`src/sv/hse_pkg.sv`:
```
// Package with types, constants and helper functions for the HMAC-SHA-1 engine.
package hse_pkg;

	localparam int KeyWords = 8;
	localparam int KeyIdxW = 3;
	localparam int BufDepth = 16;

	localparam logic [31:0] IpadWord = 32'h36363636;
	localparam logic [31:0] OpadWord = 32'h5c5c5c5c;
	localparam logic [31:0] OuterLen = 32'd672;

	localparam logic [31:0] K0 = 32'h5a827999;
	localparam logic [31:0] K1 = 32'h6ed9eba1;
	localparam logic [31:0] K2 = 32'h8f1bbcdc;
	localparam logic [31:0] K3 = 32'hca62c1d6;

	typedef logic [31:0] word_t;
	typedef word_t [4:0] hash_t;

	localparam hash_t ShaIv = {32'hc3d2e1f0, 32'h10325476, 32'h98badcfe,
		32'hefcdab89, 32'h67452301};

	typedef enum logic [3:0] {
		ST_IDLE,
		ST_IPAD_LOAD,
		ST_BYTE,
		ST_PAD,
		ST_SAVE_INNER,
		ST_OPAD_LOAD,
		ST_OUTER_LOAD,
		ST_COMPRESS,
		ST_EMIT
	} state_t;

	typedef enum logic [2:0] {
		RET_BYTE,
		RET_PAD,
		RET_INNER,
		RET_OPAD,
		RET_OUTER
	} ret_t;

	function automatic word_t rotl(input word_t v, input int n);
		rotl = (v << n) | (v >> (32 - n));
	endfunction

endpackage

```
`src/sv/hse_round.sv`:
```
// Iterative SHA-1 compression unit: one round per cycle over a 16-word schedule window.
module hse_round (
	input  logic           clk,
	input  logic           arst_n,
	input  logic           start,
	input  hse_pkg::hash_t chain_in,
	input  hse_pkg::word_t blk [16],
	output hse_pkg::hash_t chain_out,
	output logic           done
);
	import hse_pkg::*;

	word_t w_q [16];
	word_t a_q, b_q, c_q, d_q, e_q;
	hash_t h_q;
	logic [6:0] t_q;
	logic run_q, done_q;
	word_t wt, f, k, tmp;

	always_comb begin
		if (t_q < 7'd16) begin
			wt = w_q[t_q[3:0]];
		end else begin
			wt = rotl(w_q[4'(t_q[3:0] + 4'd13)] ^ w_q[4'(t_q[3:0] + 4'd8)]
				^ w_q[4'(t_q[3:0] + 4'd2)] ^ w_q[t_q[3:0]], 1);
		end
		if (t_q < 7'd20) begin
			f = (b_q & c_q) | (~b_q & d_q);
			k = K0;
		end else if (t_q < 7'd40) begin
			f = b_q ^ c_q ^ d_q;
			k = K1;
		end else if (t_q < 7'd60) begin
			f = (b_q & c_q) | (b_q & d_q) | (c_q & d_q);
			k = K2;
		end else begin
			f = b_q ^ c_q ^ d_q;
			k = K3;
		end
		tmp = rotl(a_q, 5) + f + e_q + k + wt;
	end

	always_ff @(posedge clk or negedge arst_n) begin
		if (!arst_n) begin
			run_q <= 1'b0;
			done_q <= 1'b0;
			t_q <= '0;
		end else begin
			done_q <= 1'b0;
			if (start) begin
				run_q <= 1'b1;
				t_q <= '0;
			end else if (run_q) begin
				if (t_q == 7'd79) begin
					run_q <= 1'b0;
					done_q <= 1'b1;
				end
				t_q <= t_q + 7'd1;
			end
		end
	end

	always_ff @(posedge clk) begin
		if (start) begin
			w_q <= blk;
			h_q <= chain_in;
			a_q <= chain_in[0];
			b_q <= chain_in[1];
			c_q <= chain_in[2];
			d_q <= chain_in[3];
			e_q <= chain_in[4];
		end else if (run_q) begin
			w_q[t_q[3:0]] <= wt;
			a_q <= tmp;
			b_q <= a_q;
			c_q <= rotl(b_q, 30);
			d_q <= c_q;
			e_q <= d_q;
		end
	end

	assign chain_out[0] = h_q[0] + a_q;
	assign chain_out[1] = h_q[1] + b_q;
	assign chain_out[2] = h_q[2] + c_q;
	assign chain_out[3] = h_q[3] + d_q;
	assign chain_out[4] = h_q[4] + e_q;
	assign done = done_q;

endmodule

```
`src/sv/hmac_sha1_engine.sv`:
```
// Top level of the HMAC-SHA-1 engine: key registers, byte packer, padding and sequencer.
// Usage: write the key into registers 0 to 7 through the cfg channel while idle.
// Stream message words on the input channel; each transaction carries up to four
// leading bytes and a last mark. The first word of a message first runs the
// 80-round compression over key xor 0x36. The byte packer then takes the bytes
// of each word in turn and closes the word; in_ready stays low until then, so a
// new word is taken only once the last one is done. Every 64th byte starts a
// block compression. A last word is closed and followed by padding (9 to 72 pad
// bytes), one or two inner compressions, saving of the inner digest and two
// outer compressions.
// Five result transactions then follow, index 0 to 4, the last marked, one per
// cycle while the receiver is ready.
// The sequencer runs every compression on the shared round unit; in_ready
// is low whenever the block is working on a word or emitting results.
// A stalled receiver holds the current result; nothing else advances.
// Reset clears the key, the counters and the sequencer; the block then idles.
module hmac_sha1_engine (
	input  logic        clk,
	input  logic        arst_n,
	input  logic        cfg_valid,
	output logic        cfg_ready,
	input  logic [2:0]  cfg_index,
	input  logic [63:0] cfg_data,
	input  logic        in_valid,
	output logic        in_ready,
	input  logic [31:0] message_word,
	input  logic [2:0]  valid_bytes,
	input  logic        last_word,
	output logic        out_valid,
	input  logic        out_ready,
	output logic [31:0] digest_word,
	output logic [2:0]  word_index,
	output logic        last_result
);
	import hse_pkg::*;

	logic [63:0] key_q [KeyWords];
	hash_t chain_q, inner_q, comp_out;
	word_t buf_q [BufDepth];
	word_t blk [BufDepth];
	logic [63:0] bits_q, len_q;
	word_t part_q, word_q;
	logic [1:0] fill_q;
	logic [2:0] nb_q, bi_q;
	logic last_q, started_q, pad_first_q;
	logic [3:0] lenb_q;
	logic [2:0] oidx_q;
	state_t state_q, state_d;
	ret_t ret_q;
	logic comp_start, comp_done;
	logic [7:0] cur_byte;
	logic byte_go;
	logic [5:0] pos;

	assign pos = bits_q[8:3];
	assign cfg_ready = (state_q == ST_IDLE);
	assign in_ready = (state_q == ST_IDLE);
	assign out_valid = (state_q == ST_EMIT);
	assign digest_word = chain_q[oidx_q];
	assign word_index = oidx_q;
	assign last_result = (oidx_q == 3'd4);

	// The last buffer word is taken straight from the packer, since it is
	// completed at the same edge that starts the block compression.
	always_comb begin
		for (int i = 0; i < BufDepth; i++) begin
			if (state_q == ST_IPAD_LOAD) begin
				blk[i] = (i[0] ? key_q[i >> 1][31:0] : key_q[i >> 1][63:32]) ^ IpadWord;
			end else if (state_q == ST_OPAD_LOAD) begin
				blk[i] = (i[0] ? key_q[i >> 1][31:0] : key_q[i >> 1][63:32]) ^ OpadWord;
			end else if (state_q == ST_OUTER_LOAD) begin
				blk[i] = (i < 5) ? inner_q[i] : (i == 5) ? 32'h80000000 :
					(i == 15) ? OuterLen : 32'h0;
			end else if (i == BufDepth - 1) begin
				blk[i] = part_q | word_t'(cur_byte);
			end else begin
				blk[i] = buf_q[i];
			end
		end
	end

	always_comb begin
		cur_byte = 8'h00;
		byte_go = 1'b0;
		if (state_q == ST_BYTE) begin
			byte_go = (bi_q < nb_q);
			case (bi_q[1:0])
				2'd0: cur_byte = word_q[31:24];
				2'd1: cur_byte = word_q[23:16];
				2'd2: cur_byte = word_q[15:8];
				default: cur_byte = word_q[7:0];
			endcase
		end else if (state_q == ST_PAD) begin
			byte_go = 1'b1;
			if (pad_first_q) begin
				cur_byte = 8'h80;
			end else if (lenb_q != 4'd0) begin
				cur_byte = len_q[63:56];
			end
		end
	end

	hse_round u_round (
		.clk(clk), .arst_n(arst_n), .start(comp_start), .chain_in(chain_q), .blk(blk),
		.chain_out(comp_out), .done(comp_done)
	);

	assign comp_start = (state_q == ST_IPAD_LOAD) || (state_q == ST_OPAD_LOAD)
		|| (state_q == ST_OUTER_LOAD) || (byte_go && pos == 6'd63);

	always_ff @(posedge clk or negedge arst_n) begin
		if (!arst_n) begin
			state_q <= ST_IDLE;
		end else begin
			state_q <= state_d;
		end
	end

	always_comb begin
		state_d = state_q;
		unique case (state_q)
			ST_IDLE: if (in_valid) state_d = started_q ? ST_BYTE : ST_IPAD_LOAD;
			ST_IPAD_LOAD, ST_OPAD_LOAD, ST_OUTER_LOAD: state_d = ST_COMPRESS;
			ST_BYTE: begin
				if (byte_go) begin
					if (pos == 6'd63) state_d = ST_COMPRESS;
				end else begin
					state_d = last_q ? ST_PAD : ST_IDLE;
				end
			end
			ST_PAD: if (pos == 6'd63) state_d = ST_COMPRESS;
			ST_COMPRESS: if (comp_done) begin
				unique case (ret_q)
					RET_PAD: state_d = ST_PAD;
					RET_INNER: state_d = ST_SAVE_INNER;
					RET_OPAD: state_d = ST_OUTER_LOAD;
					RET_OUTER: state_d = ST_EMIT;
					default: state_d = ST_BYTE;
				endcase
			end
			ST_SAVE_INNER: state_d = ST_OPAD_LOAD;
			ST_EMIT: if (out_ready && oidx_q == 3'd4) state_d = ST_IDLE;
			default: state_d = ST_IDLE;
		endcase
	end

	always_ff @(posedge clk or negedge arst_n) begin
		if (!arst_n) begin
			for (int i = 0; i < KeyWords; i++) key_q[i] <= '0;
			chain_q <= ShaIv;
			bits_q <= '0;
			part_q <= '0;
			fill_q <= '0;
			started_q <= 1'b0;
			oidx_q <= '0;
			bi_q <= '0;
			nb_q <= '0;
			last_q <= 1'b0;
			lenb_q <= '0;
			pad_first_q <= 1'b0;
			ret_q <= RET_BYTE;
			word_q <= '0;
			len_q <= '0;
		end else begin
			if (cfg_valid && cfg_ready) key_q[cfg_index] <= cfg_data;
			unique case (state_q)
				ST_IDLE: if (in_valid) begin
					word_q <= message_word;
					nb_q <= (valid_bytes > 3'd4) ? 3'd4 : valid_bytes;
					last_q <= last_word;
					bi_q <= '0;
					if (!started_q) begin
						chain_q <= ShaIv;
						bits_q <= 64'd512;
						part_q <= '0;
						fill_q <= '0;
						started_q <= 1'b1;
					end
				end
				ST_IPAD_LOAD: ret_q <= RET_BYTE;
				ST_BYTE, ST_PAD: begin
					if (byte_go) begin
						if (fill_q == 2'd3) begin
							part_q <= '0;
						end else begin
							part_q <= part_q | (word_t'(cur_byte) << (5'd24 - {fill_q, 3'b000}));
						end
						fill_q <= fill_q + 2'd1;
						bits_q <= bits_q + 64'd8;
						if (state_q == ST_BYTE) begin
							bi_q <= bi_q + 3'd1;
							ret_q <= RET_BYTE;
						end else begin
							pad_first_q <= 1'b0;
							if (!pad_first_q && lenb_q != 4'd0) begin
								lenb_q <= lenb_q - 4'd1;
								len_q <= {len_q[55:0], 8'h00};
							end else if (pos == 6'd55) begin
								lenb_q <= 4'd8;
							end
							ret_q <= (lenb_q == 4'd1) ? RET_INNER : RET_PAD;
						end
					end else if (last_q) begin
						pad_first_q <= 1'b1;
						len_q <= bits_q;
						lenb_q <= '0;
					end
				end
				ST_COMPRESS: if (comp_done) chain_q <= comp_out;
				ST_SAVE_INNER: chain_q <= ShaIv;
				ST_OPAD_LOAD: ret_q <= RET_OPAD;
				ST_OUTER_LOAD: ret_q <= RET_OUTER;
				ST_EMIT: if (out_ready) begin
					oidx_q <= oidx_q + 3'd1;
					if (oidx_q == 3'd4) begin
						oidx_q <= '0;
						chain_q <= ShaIv;
						bits_q <= '0;
						part_q <= '0;
						fill_q <= '0;
						started_q <= 1'b0;
					end
				end
				default: ;
			endcase
		end
	end

	always_ff @(posedge clk) begin
		if (byte_go && fill_q == 2'd3) begin
			buf_q[pos[5:2]] <= part_q | word_t'(cur_byte);
		end
		if (state_q == ST_SAVE_INNER) begin
			inner_q <= chain_q;
		end
	end

endmodule

```
`config.mk`:
```
export PLATFORM = sky130hd
export DESIGN_NAME = hmac_sha1_engine
export DESIGN_NICKNAME = d
export VERILOG_FILES = /design/src/sv/hse_pkg.sv /design/src/sv/hse_round.sv /design/src/sv/hmac_sha1_engine.sv
export SDC_FILE = /design/constraint.sdc
export NUM_CORES = 2
export LEC_CHECK = 0
export BUFFER_PORTS_ARGS = -buffer_cell sky130_fd_sc_hd__buf_2
export CAP_MARGIN = 20
export CORE_AREA = 5 5 524 526
export CTS_CLUSTER_DIAMETER = 60
export CTS_CLUSTER_SIZE = 16
export DETAILED_ROUTE_END_ITERATION = 10
export DIE_AREA = 0 0 529 531
export HOLD_SLACK_MARGIN = 0.03
export PLACE_DENSITY_LB_ADDON = 0.1
export SYNTH_ARGS = -nofsm -noshare
export SYNTH_HDL_FRONTEND = slang
export SYNTH_SLANG_ARGS = --single-unit
```
`constraint.sdc`:
```
create_clock -name clk -period 16.8 [get_ports clk]
set_input_delay 1.68 -clock clk [delete_from_list [all_inputs] [get_ports clk]]
set_output_delay 1.68 -clock clk [all_outputs]
set_load 0.05 [all_outputs]
```
-- Word level (Yosys, flattened, before mapping)
Memories as Yosys holds them, arrays and structs flattened.
Cells that the tools add are included.
- register bits: 1890
- bits in writable memories: 512
- logic and storage cells: 380
- memories: 1
- add/subtract/negate cells: 19
- magnitude comparators: 14
- equality and inequality tests: 31
- shift-type cells: 1
- multiplexer cells: 164
- bitwise logic cells: 55
- reductions and logical operators: 34
- memories (memory ; depth ; bits a word ; read ports ; clocked after memory_dff ; write ports ; RTL line ; text):
    buf_q ; 16 ; 32 ; 15 ; 0 ; 1 ; hmac_sha1_engine.sv:39 ; word_t buf_q [BufDepth];
- operators with widths (cell ; count):
    $mux W32 ; 80
    $bwmux W512 ; 2
    $mux W512 ; 2
    $mux W160 ; 5
    $mux W64 ; 10
    $pmux W160 S4 ; 1
    $bmux W32 S4 ; 4
    $not A16 Y16 ; 32
    $add A32 B32 Y32 ; 9
    $demux W64 S3 ; 1
    $pmux W64 S3 ; 1
    $xor A32 B32 Y32 ; 5
    $and A32 B32 Y32 ; 4
    $demux W32 S4 ; 1
    $or A32 B32 Y32 ; 4
    $bmux W32 S3 ; 1
    $pmux W32 S3 ; 1
    $add A64 B4 Y64 const B ; 1
    $mux W4 ; 10
    $mux W8 ; 4
    $not A32 Y32 ; 1
    $or A32 B1 Y32 ; 1
    $or A32 B30 Y32 ; 1
    $or A32 B5 Y32 ; 1
    60 further kinds ; 136

-- Longest topological paths before layout
- depth after elaboration: 13
- depth in mapped cells: 33
- gate-level depth less buffers: 26

-- Cells and area by module
A second synthesis with hierarchy kept.
- cells, all modules: 9390
- area total of the unflattened synthesis: 123473.4 µm²
- by module, submodules not included (module ; instances ; cells each ; area an instance (µm²) ; seq. area each (µm²)):
    hmac_sha1_engine ; 1 ; 5046 ; 65290.1 ; 41414.7
    hse_round ; 1 ; 4344 ; 58183.3 ; 25209.2

-- Least setup slack after synthesis
No wires, ideal clock.
- path kind: reg-to-reg
- from: register state_q[2]
- to: register chain_q[10] in the netlist's numbering
- library setup time: 0.133 ns
- arrival: 14.352 ns
- required time: 16.667 ns
- setup slack: 2.315 ns
- cell stages (with the launch flop): 9
- cell sequence: dfrtp_1 clkbuf_1 nand2_1 nor3_1 o21ai_1 clkbuf_1 buf_1 nand2_1 o21ai_0
- longest elaborated chain between the ends: 3
- elaborated cells between the ends (all ways): 12
- RTL lines (item ; RTL line ; text):
    start, declared ; hmac_sha1_engine.sv:48 ; state_t state_q, state_d;
    start signal, assigned ; hmac_sha1_engine.sv:115 ; state_q <= state_d;
    $eq A4 B4 Y1 (tied with other cells) ; hmac_sha1_engine.sv:166 ; unique case (state_q)
    $ne A2 B1 Y1 (no line) (tied with other cells) ; -- ;
    $reduce_and A6 Y1 (no line) ; -- ;
    end signal, assigned ; hmac_sha1_engine.sv:173 ; chain_q <= ShaIv;
    end signal, assigned ; hmac_sha1_engine.sv:209 ; ST_COMPRESS: if (comp_done) chain_q <= comp_out;
    end signal, assigned ; hmac_sha1_engine.sv:210 ; ST_SAVE_INNER: chain_q <= ShaIv;
    end, declared ; hmac_sha1_engine.sv:38 ; hash_t chain_q, inner_q, comp_out;
Parallel ways exist; a longest one is shown, timed or not.
A chain may end at the register's enable or synchronous reset.

-- Worst setup path in the final report
- from: register u_round.t_q[1]
- to: register u_round.a_q[31] (data pin)
- longest elaborated chain between the ends: 13
- elaborated cells between the ends (all ways): 40
- RTL lines (item ; RTL line ; text):
    start, declared ; hse_round.sv:16 ; logic [6:0] t_q;
    start signal, assigned ; hse_round.sv:58 ; t_q <= t_q + 7'd1;
    branches (longest 10 deep; another with $add A32 B32 Y32) ; -- ;
    $add A32 B32 Y32 * ; hse_round.sv:40 ; tmp = rotl(a_q, 5) + f + e_q + k + wt;
    $mux W32 * ; hse_round.sv:72 ; end else if (run_q) begin
    $mux W32 * ; hse_round.sv:64 ; if (start) begin
    end signal, assigned ; hse_round.sv:67 ; a_q <= chain_in[0];
    end signal, assigned ; hse_round.sv:74 ; a_q <= tmp;
    end, declared ; hse_round.sv:14 ; word_t a_q, b_q, c_q, d_q, e_q;
Mark *: on every way between the ends. The select of a mux whose other input is x is not followed.

==> run metrics <==
status finished, final reports clean; Cell Area, Synth 120000 um^2; TritonRoute pass-1 iters 6; synth warn 0; Iter 0 DRT Violations 10.5k; unique cell type count in the Yosys netlist 90; CP Max Fanout 133; top post-synthesis cells by count edfxtp_1 (1472), nand2_1 (1000), dfrtp_1 (812); Total GRT Usage 0.320; Startpoint Class flip-flop; crit end category flip-flop; max-cap viol count 0; Non-Filler Instances 13.2k; grt ovf 0; vias per cell 6.54; FFs w/ async S/R, synth 0.377; Max clock buf depth 4; M1 WL 179000 um; Max H-tree Level 4; Clock Latency Late Sink 940 ps; Yosys reg bits 2364; Routed met3 length 37300 um; Final setup viols 0; top_reg_cell synth edfxtp_1; placed cell count 12.8k; CTS tree built; Post-synth EDFFs 1472; Layout area overhead 9.90%; RD Place Congestion 0.937; Fin Hold WS 489 ps; share of layout cells above drive strength 1 0.202; Post-CTS Hold Buffers 0; syn_area_per_cell 12.6 um^2; # rows 191; # DRC 0; WS Path Type reg2reg; sequential cell area fraction in the yosys report 0.553; Highest Signal Layer met5; fin nets 9868; routed wire length 458000 um; Max Clock Freq 105 MHz; final worst-path cycle share 0.566; Hold Vio Cnt, Final 0; # IOs 147; CTS buffer count 215; wire per inst 34.7 um; largest cells by area after synthesis edfxtp_1 (37%), dfrtp_1 (17%), mux4_2 (8.4%); Required @ worst endpoint 17440 ps; CTS Root Cell clkbuf_16; Clock Skews 47.5 ps; initial antenna violation count 34; Die ar. 281000 um^2; Port Buffers 146; vias in the first global route 84.1k; Post-Synthesis Net Count 9984; Setup TNS Final 0 ps; setup bufs post-CTS 0; Core Region 270000 um^2; number of gates resized after cts 0; met2 routed WL 218000 um; largest net degree at the start of global routing 148; first-pass GRT wire length 644000 um; worst-margin pin slew 1200 ps; area leader, netlist edfxtp_1; vias post-DR 86.3k; unrepaired setup endpoints after global routing false; Mapped Cells 9538; ANT nets after route 0; chip height 531 um; Starting Density 0.447; Worst-path clk slew 70 ps; die width 529 um; minimum clock period 9500 ps; Critical Path AT 10150 ps; area share of the largest cell type after synthesis 0.367; DP Wirelength 312000 um; Slew HR 0.196; CTS sink cnt 2364; most frequent cell after synthesis edfxtp_1; hold crit path type reg2reg; Slew Viols, Final 0
[final timing paths]
path	start	end	slack (ps)	cells after the start
hold / removal	nb_q[1]	nb_q[1]	490	2
setup reg to reg	u_round.t_q[1]	u_round.a_q[31]	7300	23
max in group asynchronous	arst_n	lenb_q[0]	12290	5
setup / recovery	u_round.t_q[1]	u_round.a_q[31]	7300	23
hold reg to reg	nb_q[1]	nb_q[1]	490	2
min in group asynchronous	arst_n	key_q[23]	750	1
[per-layer routing]
metal  up-vias  global-route usage
met5         -                   0
met4        10               0.142
met3       884              0.0562
met2      4437               0.521
met1     45000               0.421
li1      36000                   -
[critical path, stage by stage, from the launching register on]
cell and delay, ps:
dfrtp_4 1070, buf_12 620, buf_4 910, mux4_2 420, mux4_2 490, xnor2_1 220
xnor2_1 180, nor2_2 80, a31oi_4 650, fa_1 540, fa_1 490, inv_1 50
ha_1 180, inv_1 90, fa_1 220, nor2b_1 70, o2111ai_1 210, a21boi_0 240
o311ai_0 880, nand2_1 420, a311oi_1 560, o31ai_1 190, xnor2_1 160, o21ai_1 70
[metrics by stage]
step           worst slack, ps  area (um^2)   util
3_3_place_gp              7300       125000  0.464
3_5_place_dp              7180       125000  0.464
6_report                  7300       132000  0.491
5_1_grt                   6660       132000  0.491
2_1_floorplan             2320       120000      -
4_1_cts                   7220       132000  0.491
[placed cells by master (no fill, tap or decap), types with 182 or more instances in the layout]
master	synthesis	final
o22ai_1	507	507
nor2_1	707	697
edfxtp_1	1472	1472
nand2_1	1000	980
inv_1	224	223
mux2_2	552	552
mux4_2	448	448
a21oi_1	537	536
o21ai_0	369	351
buf_4	31	182
ha_1	214	212
mux2i_1	244	244
a221oi_1	182	182
dfrtp_1	812	806
clkbuf_16	0	222
[cell families (layout without fill, tap and decap cells)]
kind of cell | after synthesis | count (layout) | share of synthesized area
fa+ha+maj | 338 | 338 | 0.0428
flops | 2364 | 2364 | 0.553
simple gates | 2213 | 2213 | 0.0782
mux | 1245 | 1245 | 0.156
compound gates | 2183 | 2183 | 0.118
xor+xnor | 291 | 291 | 0.0213
buf+inv | 904 | 972 | 0.0312
other cells | 0 | 17 | 0
[sequential cells by signal, indices dropped and copies added, names as in the netlist, 61 cells and up]
name / count
bits_q: 61
buf_q: 480
chain_q: 160
inner_q: 160
key_q: 512
len_q: 61
u_round.h_q: 160
u_round.w_q: 512
[final cells by class]
class	count	area [um^2]
inverter	231	877
tap	3570	4470
clock inverter	126	1460
multi-input combinational	6270	50700
clock buffer	275	5860
antenna	17	42.5
sequential	2364	66600
timing repair buffer	340	2360
fill	23800	137000
Power is left out: the tool's default activity adds up to more than one toggle a clock period on the data nets, which glitch-free logic cannot reach.
